**src/calb_pkg.sv**
```systemverilog
`default_nettype none

package calb_pkg;

	// Field widths
	localparam int unsigned POS_W   = 64;
	localparam int unsigned LIMIT_W = 15;
	localparam int unsigned BYTE_W  = 8;

	// Remainder is built one dividend bit per cycle
	localparam int unsigned DIV_STEPS = POS_W;
	localparam int unsigned CNT_W     = $clog2(DIV_STEPS);

	localparam logic [LIMIT_W-1:0] LIMIT_RESET = 15'd16384;

	// Item modes
	localparam logic MODE_APPEND = 1'b0;
	localparam logic MODE_READ   = 1'b1;

	// Result status codes
	localparam logic STATUS_OK       = 1'b0;
	localparam logic STATUS_PAST_END = 1'b1;

	// Top level sequencer
	typedef enum logic [4:0] {
		ST_CLEAR = 5'b00001,
		ST_IDLE  = 5'b00010,
		ST_DIV   = 5'b00100,
		ST_MEM   = 5'b01000,
		ST_OUT   = 5'b10000
	} calb_state_t;

endpackage

`default_nettype wire

```
**src/calb_divmod.sv**
```systemverilog
`default_nettype none

// Bit-serial restoring remainder: dividend modulo divisor, one dividend bit per cycle.
module calb_divmod (
	input  wire logic                              clk,
	input  wire logic                              arst_n,
	input  wire logic                              start,
	input  wire logic [calb_pkg::POS_W-1:0]        dividend,
	input  wire logic [calb_pkg::LIMIT_W-1:0]      divisor,
	output logic                                   done,
	output logic [calb_pkg::LIMIT_W-1:0]           remainder
);

	logic                               run_q;
	logic [calb_pkg::CNT_W-1:0]         cnt_q;
	logic [calb_pkg::POS_W-1:0]         sr_q;
	logic [calb_pkg::LIMIT_W-1:0]       div_q;
	logic [calb_pkg::LIMIT_W-1:0]       rem_q;
	logic [calb_pkg::LIMIT_W:0]         shifted;
	logic [calb_pkg::LIMIT_W:0]         rem_next;

	// One restoring step: shift in the next dividend bit, subtract if it fits
	always_comb begin
		shifted = {rem_q, sr_q[calb_pkg::POS_W-1]};
		if (shifted >= {1'b0, div_q}) begin
			rem_next = shifted - {1'b0, div_q};
		end else begin
			rem_next = shifted;
		end
	end

	// Control
	always_ff @(posedge clk or negedge arst_n) begin
		if (!arst_n) begin
			run_q <= 1'b0;
			cnt_q <= '0;
		end else if (start) begin
			run_q <= 1'b1;
			cnt_q <= '0;
		end else if (run_q) begin
			cnt_q <= cnt_q + 1'b1;
			if (done) begin
				run_q <= 1'b0;
			end
		end
	end

	// Datapath
	always_ff @(posedge clk) begin
		if (start) begin
			sr_q  <= dividend;
			div_q <= divisor;
			rem_q <= '0;
		end else if (run_q) begin
			sr_q  <= {sr_q[calb_pkg::POS_W-2:0], 1'b0};
			rem_q <= rem_next[calb_pkg::LIMIT_W-1:0];
		end
	end

	// Last step is taken at the edge that ends this cycle
	assign done      = run_q && (cnt_q == calb_pkg::CNT_W'(calb_pkg::DIV_STEPS - 1));
	assign remainder = rem_q;

endmodule

`default_nettype wire

```
**config.mk**
```make
export PLATFORM = sky130hd
export DESIGN_NAME = calb_divmod
export DESIGN_NICKNAME = d
export VERILOG_FILES = /design/src/calb_pkg.sv /design/src/calb_divmod.sv
export SDC_FILE = /design/constraint.sdc
export NUM_CORES = 1
export LEC_CHECK = 0
export BUFFER_PORTS_ARGS = -buffer_cell sky130_fd_sc_hd__buf_4
export CAP_MARGIN = 20
export CORE_ASPECT_RATIO = 0.8
export CORE_UTILIZATION = 45
export DETAILED_ROUTE_END_ITERATION = 7
export GPL_TIMING_DRIVEN = 0
export PLACE_DENSITY_LB_ADDON = 0.2
export SYNTH_ARGS = -nofsm -noshare
export SYNTH_HDL_FRONTEND = slang
export SYNTH_SLANG_ARGS = --single-unit
```
**constraint.sdc**
```tcl
create_clock -name clk -period 2.8 [get_ports clk]
set_clock_uncertainty 0.05 [all_clocks]
set_input_delay 0.28 -clock clk [delete_from_list [all_inputs] [get_ports clk]]
set_output_delay 0.28 -clock clk [all_outputs]
set_load 0.01 [all_outputs]
```
# Word level (Yosys, flattened, before mapping)
# Index checks and enable logic that the tools add are counted.
[classes]
magnitude_cmp = 1
n_mux = 8
eq_ne = 1
add_sub_neg = 2
reduce_logical = 2
[ops]
columns = ["operator", "count"]
rows = [
  ["$mux 64", 2],
  ["$ge 16x15->1", 1],
  ["$mux 15", 1],
  ["$sub 15x15->15", 1],
  ["$mux 6", 2],
  ["$add 6x1->6 const B", 1],
  ["$eq 6x6->1 const B", 1],
  ["$mux 1", 3],
  ["$reduce_bool 2->1", 1],
  ["$logic_and 1x1->1", 1],
]
[word_totals]
out_inout_bits = 16
inputBits = 82
regBits = 101

# Depth between registers and ports, before layout
# Gate-level depths: netlist of the first run.
[logic_depth]
word_depth = 5
depth_mapped = 11

# Worst setup path after synthesis of the first run
# OpenSTA, ideal clock, no wires.
[synth_timing]
path_type = "input port to flip-flop"
start = "input port start"
end = "register sr_q[0] (netlist bit) (enable)"
arrival_time_ns = 1.917
path_buffers = 1
required_ns = 2.332
cell_stages = 3
setup_time_ns = 0.418
slack_ns = 0.416
cell_sequence = "clkbuf_1 nor2_1 inv_1"
[synth_via]
elab_chain_len = 1
[synth_rtl]
columns = ["element", "line", "text"]
rows = [
  ["start, declared", "calb_divmod.sv:7", "input wire logic start,"],
  ["$reduce_bool 2->1 (no source line)", "-", ""],
  ["end signal, assigned", "calb_divmod.sv:51", "sr_q <= dividend;"],
  ["end signal, assigned", "calb_divmod.sv:55", "sr_q <= {sr_q[calb_pkg::POS_W-2:0], 1'b0};"],
  ["end, declared", "calb_divmod.sv:16", "logic [calb_pkg::POS_W-1:0] sr_q;"],
]
# No other way between the ends.
# A chain may end at the register's enable or synchronous reset.

# Worst setup path in the final report of the first run
[layout_timing]
start = "register sr_q[63] (netlist bit)"
end = "register rem_q (netlist bit remainder[4])"
[layout_via]
elab_chain_len = 2
[layout_rtl]
columns = ["element", "line", "text"]
rows = [
  ["$sub 15x15->15 / $ge 16x15->1 (equally long branches)", "calb_divmod.sv:26, calb_divmod.sv:25", ""],
  ["$mux 15 (*)", "calb_divmod.sv:25", "if (shifted >= {1'b0, div_q}) begin"],
  ["end signal, assigned", "calb_divmod.sv:56", "rem_q <= rem_next[calb_pkg::LIMIT_W-1:0];"],
  ["end, declared", "calb_divmod.sv:18", "logic [calb_pkg::LIMIT_W-1:0] rem_q;"],
]
# Mark *: on every way between the ends. The rest lies on a longest branch, timed or not.

==> results of run 1 <==
## path summary, 6_finish.rpt
| path | start | to | slack [ns] | depth (start not counted) |
|---|---|---|---|---|
| min in group asynchronous | arst_n | cnt_q[0]$_DFFE_PN0P_ | 0.23 | 2 |
| worst min-delay path | divisor[6] | div_q[6]$_DFFE_PP_ | 0.05 | 1 |
| worst max-delay path | sr_q[63]$_DFFE_PP_ | remainder[4]$_SDFFE_PP0P_ | 0.21 | 11 |
| max in group asynchronous | arst_n | cnt_q[4]$_DFFE_PN0P_ | 2.34 | 2 |
| worst max register to register | sr_q[63]$_DFFE_PP_ | remainder[4]$_SDFFE_PP0P_ | 0.21 | 11 |
| worst min register to register | remainder[14]$_SDFFE_PP0P_ | remainder[14]$_SDFFE_PP0P_ | 0.43 | 2 |
## logic make-up (layout without fill, tap and decap cells)
kind of cell	Yosys count	after routing	synth area share (%)
flip-flops	101	101	55.8
AO/OA/AOI/OAI	72	72	10.7
multiplexers	66	66	14.5
buffers and inverters	39	154	3.26
XOR/XNOR	11	11	1.89
AND/OR/NAND/NOR	99	99	9.56
adder cells (fa/ha/maj)	17	17	4.31
## stage by stage
step	utilization, %	instance area, sq um	instances	setup WS (ns)
2_1_floorplan	-	5100	405	0.416
3_3_place_gp	54.8	6010	646	-0.890
3_5_place_dp	55.0	6030	647	0.0660
4_1_cts	57.9	6360	664	0.236
5_1_grt	57.9	6360	664	0.0140
6_report	57.9	6360	664	0.211
## power by group through the flow
stage                     clock (W)  sequential (W)  combinational (W)
after detailed placement          0         0.00199            0.00152
after CTS                   0.00136         0.00196            0.00153
final                       0.00132         0.00196            0.00153
after floorplan                   0         0.00200            0.00104
after global placement            0         0.00199            0.00149
after global routing        0.00140         0.00199            0.00169
## worst max-delay path, delay by kind of cell (launching register included)
kind	cells	cell delay, ns
buf+inv	3	0.38
simple gates	1	0.18
compound gates	5	0.86
fa+ha+maj	2	0.62
flops	1	0.39
## cells in the final DEF, fill, tap and decap left out, types with 6 or more instances in the layout
master     netlist  final
a21oi_1         12     12
buf_4            0     97
clkbuf_1        12     12
clkbuf_16        0      9
dfrtp_1          7      7
dfxtp_1         15     15
edfxtp_1        79     79
ha_1            16     16
inv_1           19     18
mux2_2          64     64
nand2_1         26     26
nor2_1          31     31
o211ai_1        12     12
o21ai_0          8      8
xor2_1           6      6
## layout make-up
class	instances	area (sq um)
plain buffers	20	95.1
clock buffers	9	225
clock inverters	7	91.3
fillers	929	4620
inverters	19	71.3
multi-input cells	265	2090
flip-flops and latches	101	2850
well taps	144	180
repair buffers	99	758
## state kept, by name, indices dropped and copies added (netlist names)
register,cells
run_q,1
cnt_q,6
remainder,15
div_q,15
sr_q,64
## routing by layer
metal  vias to the layer above  track usage [%]  wire, microns  part of all wire [%]
met2                        93             30.3           5060                    47
met4                         0             6.27            131                   1.2
met5                         -                0              0                     0
met3                        12             6.92            735                   6.9
li1                       1744                -              -                     -
met1                      1702             24.8           4800                    45
## what timing repair did
item	4_1_cts	5_1_grt
hold buffers	1	0
gates resized for setup	0	0
hold endpoints to repair	7	0
setup buffers	0	0
==> flow_summary.ini, run 1 <==
[final_layout]
num_antenna_cells = 0
area_delta_synth_final_pct = 24.6
final_nets = 614
drive_gt1_share_pct = 37.9

[drt]
drc = 0
detail-route-antenna-nets = 0
wl_per_cell_microns = 16.1
vias_per_cell = 5.35
dr.pass1.iters = 4
drt-initial-drc-count = 251
via_count = 3551
totalWireLength_microns = 10700

[floorplan]
io_pins = 98
initial_core_util_pct = 46.5
die_w_microns = 121
dieArea_sq_um = 11800
chipHeight_microns = 97.3
row_count = 34
core_sq_um = 11000

[grt]
grt_pass1_wl_microns = 17400
grt.total_usage_pct = 19.4
grt_pass1_vias = 3568
grt-ovfl-total = 0
grt_max_degree = 35
antenna_found_initial = 0

[sta]
hold_viol = 0
tightest_slew_ns = 0.786
holdWs_ns = 0.0504
period_needed_ns = 2.59
max_freq_mhz = 386
setup_viol = 0
rsz0062_at_grt = no
finalCritPeriodShare_pct = 92.5
tns_ns = 0
maxSlewViolCount = 0
relSlewSlack_pct = 47.4

[critical_path]
arrival_ns = 2.78
critPathMaxFanout = 10
max_stage_delay_ns = 0.40
end_kind = register
critical-path-slowest-cell = fa_1
cp.required_ns = 2.99
timing_worst_setup_path_type = register to register
crit_top_cell = buf_6
cp_cell_sequence = inv_1 > ha_1 > fa_1 > nand2b_1 > a21oi_1 > o211ai_2 > a21boi_2 > buf_6 > buf_6 > o221ai_1 > o311a_1
cp-start-kind = register

[clock_tree]
clkTransAtPathRegs_ns = 0.07
clk_path_buf_depth = 2
insertion_delay_ns = 0.35
cts_htree_levels = 3
cts_tree = yes
root_buffer = clkbuf_16
clock_sinks = 101
cts_buffers = 9

[place]
gp_congestion = 0.834
hpwlAfterDp_microns = 7520
io_buffers = 97

[hold_path]
hold_path.class = primary input to register

[logic_synthesis]
yosysTopAreaCellShare_pct = 46.5
synth_top_area_cell = edfxtp_1
ys_ff_latch = 101
synth_ff_type = edfxtp_1
synth.area.top_cells = edfxtp_1, mux2_2, dfxtp_1
yosysUniqueCellTypes = 62
synth_nets = 504
synth_common_cells = edfxtp_1, mux2_2, nor2_1
ys_seq_area_share_pct = 55.8
syn_inst = 405
yosysMostFrequentCell = edfxtp_1
synth-edff-count = 79
async_reset_ff_share_pct = 6.93
syn_area_sq_um = 5100
ys.warnings.count = 0
avgSynthCellArea_sq_um = 12.6

[power]
finalPower_w = 0.00481
ir_drop_mv = 0.386
p_clk_share_pct = 27.5
p_sw_w = 0.00152
power.share.sequential_pct = 40.8
leakagePower_nw = 2.66
power_frac_comb_pct = 31.8
p_int_w = 0.00329
switching_share_pct = 31.7
p_per_area_nw_per_um2 = 756

[flow_run]
cap_violations = 0

[run_status]
status = finished clean
Note: power is estimated with default switching activity, not from simulation.
==> run 2, diff against run 1 <==
--- a/config.mk
+++ b/config.mk
@@ -8,6 +8,7 @@
 export BUFFER_PORTS_ARGS = -buffer_cell sky130_fd_sc_hd__buf_4
 export CAP_MARGIN = 20
 export CORE_ASPECT_RATIO = 0.8
+export CORE_MARGIN = 3
 export CORE_UTILIZATION = 45
 export DETAILED_ROUTE_END_ITERATION = 7
 export GPL_TIMING_DRIVEN = 0
==> flow_summary.ini, run 2 (synthesized netlist as in run 1, its figures left out) <==
[run_status]
status = finished clean

[floorplan]
row_count = 34
initial_core_util_pct = 46.5
die_w_microns = 125
core_sq_um = 11000
chipHeight_microns = 101
dieArea_sq_um = 12700
io_pins = 98

[sta]
tns_ns = 0
holdWs_ns = 0.0490
rsz0062_at_grt = no
period_needed_ns = 2.57
max_freq_mhz = 389
relSlewSlack_pct = 37.5
hold_viol = 0
tightest_slew_ns = 0.934
setup_viol = 0
finalCritPeriodShare_pct = 91.8
maxSlewViolCount = 0

[clock_tree]
cts_tree = yes
clock_sinks = 101
cts_buffers = 9
clkTransAtPathRegs_ns = 0.08
cts_setup_buffers = 0
cts_htree_levels = 3
clk_path_buf_depth = 2
root_buffer = clkbuf_16
insertion_delay_ns = 0.35

[grt]
grt_pass1_vias = 3521
grt_max_degree = 36
grt_pass1_wl_microns = 18000
antenna_found_initial = 0
grt-ovfl-total = 0
grt.total_usage_pct = 18.1

[critical_path]
critical-path-slowest-cell = edfxtp_1
arrival_ns = 2.76
rrSetupSlack_ns = 0.23
r2r_cells = 9
max_stage_delay_ns = 0.40
cp.required_ns = 2.99
cp-start-kind = register
critPathMaxFanout = 5
end_kind = register
timing.rr.end = remainder[10]$_SDFFE_PP0P_
cp_cell_sequence = inv_1 > ha_1 > fa_1 > nand2b_1 > a21oi_1 > o21ai_0 > o211ai_1 > xor2_1 > a311o_1
timing_worst_setup_path_type = register to register
regToRegStartpoint = sr_q[63]$_DFFE_PP_

[final_layout]
final_cell_mix = buf_4, edfxtp_1, mux2_2, nor2_1, nand2_1
fillers = 933
drive_gt1_share_pct = 38.1
top_register = sr_q
final_nets = 614
num_antenna_cells = 0
largest_reg_flops = 64
area_delta_synth_final_pct = 24.4
final_common_cell = buf_4

[hold_path]
hold-path-cell-count = 1
hold_start = divisor[13]
hold-path-endpoint = div_q[13]$_DFFE_PP_
hold_path.class = primary input to register

[power]
ir_drop_mv = 0.357
p_per_area_nw_per_um2 = 753
leakagePower_nw = 2.65

[place]
gp_congestion = 0.870
io_buffers = 97
hpwlAfterDp_microns = 7860

[drt]
totalWireLength_microns = 11200
wl_per_cell_microns = 16.9
drc = 0
detail-route-antenna-nets = 0
dr.pass1.iters = 5
drt-initial-drc-count = 246
via_count = 3582
vias_per_cell = 5.39

[flow_run]
cap_violations = 0
==> run 2: layout make-up <==
| cell class | count | area (sq um) | share of cell area [%] |
|---|---|---|---|
| Timing Repair Buffer | 99 | 758 | 11.9 |
| Sequential cell | 101 | 2850 | 44.8 |
| Clock buffer | 9 | 225 | 3.55 |
| Buffer | 20 | 95.1 | 1.50 |
| Clock inverter | 7 | 77.6 | 1.22 |
| Tap cell | 144 | 180 | 2.84 |
| Inverter | 19 | 71.3 | 1.12 |
| Multi-Input combinational cell | 265 | 2090 | 33.0 |
==> run 2: stage by stage <==
stage	setup WS, ns	cell area (sq um)	util, %	instances	total power (W)
CTS	0.219	6350	57.8	664	0.00480
global route	0.0453	6350	57.9	664	0.00507
floorplan	0.416	5100	-	405	0.00303
finish	0.229	6350	57.9	664	0.00478
global placement	-0.869	6010	54.8	646	0.00348
detailed placement	-0.0443	6030	55.0	647	0.00351
==> run 2: repair_timing <==
| item | CTS | global route |
|---|---|---|
| setup endpoints to repair | 0 | 5 |
| resized for setup | 0 | 1 |
| hold buffers | 1 | 0 |
| endpoints found under the hold margin | 7 | 0 |
==> run 2: power breakdown <==
part / internal [W] / switching (W) / leakage, nW
logic: 0.000739 / 0.000804 / 1.47
clock network: 0.000635 / 0.000636 / 0.144
registers: 0.00183 / 0.000131 / 1.04
==> run 2: per-layer routing <==
metal  part of all wire (%)  up-vias  global-route usage, %
met1                     44     1730                   23.5
li1                       -     1741                      -
met2                     47       96                   29.3
met3                    7.2       15                   6.33
met4                    1.6        0                   4.67
met5                      0        -                      0
==> run 2: worst max-delay path by stage <==
stage | from | to | slack, ns
after global placement | start | sr_q[40]$_DFFE_PP_ | -0.87
after CTS | sr_q[63]$_DFFE_PP_ | remainder[4]$_SDFFE_PP0P_ | 0.22
after floorplan | start | sr_q[0]$_SDFFCE_PN0P_ | 0.42
after detailed placement | start | sr_q[39]$_DFFE_PP_ | -0.04
final | sr_q[63]$_DFFE_PP_ | remainder[10]$_SDFFE_PP0P_ | 0.23
after global routing | sr_q[63]$_DFFE_PP_ | remainder[0]$_SDFFE_PP0P_ | 0.05
==> run 2: worst max-delay path: cells and delay by family, from the launching register on <==
| kind | cells | cell delay, ns |
|---|---|---|
| flops | 1 | 0.40 |
| buf+inv | 1 | 0.07 |
| fa+ha+maj | 2 | 0.63 |
| simple gates | 1 | 0.19 |
| xor+xnor | 1 | 0.10 |
| compound gates | 4 | 1.02 |
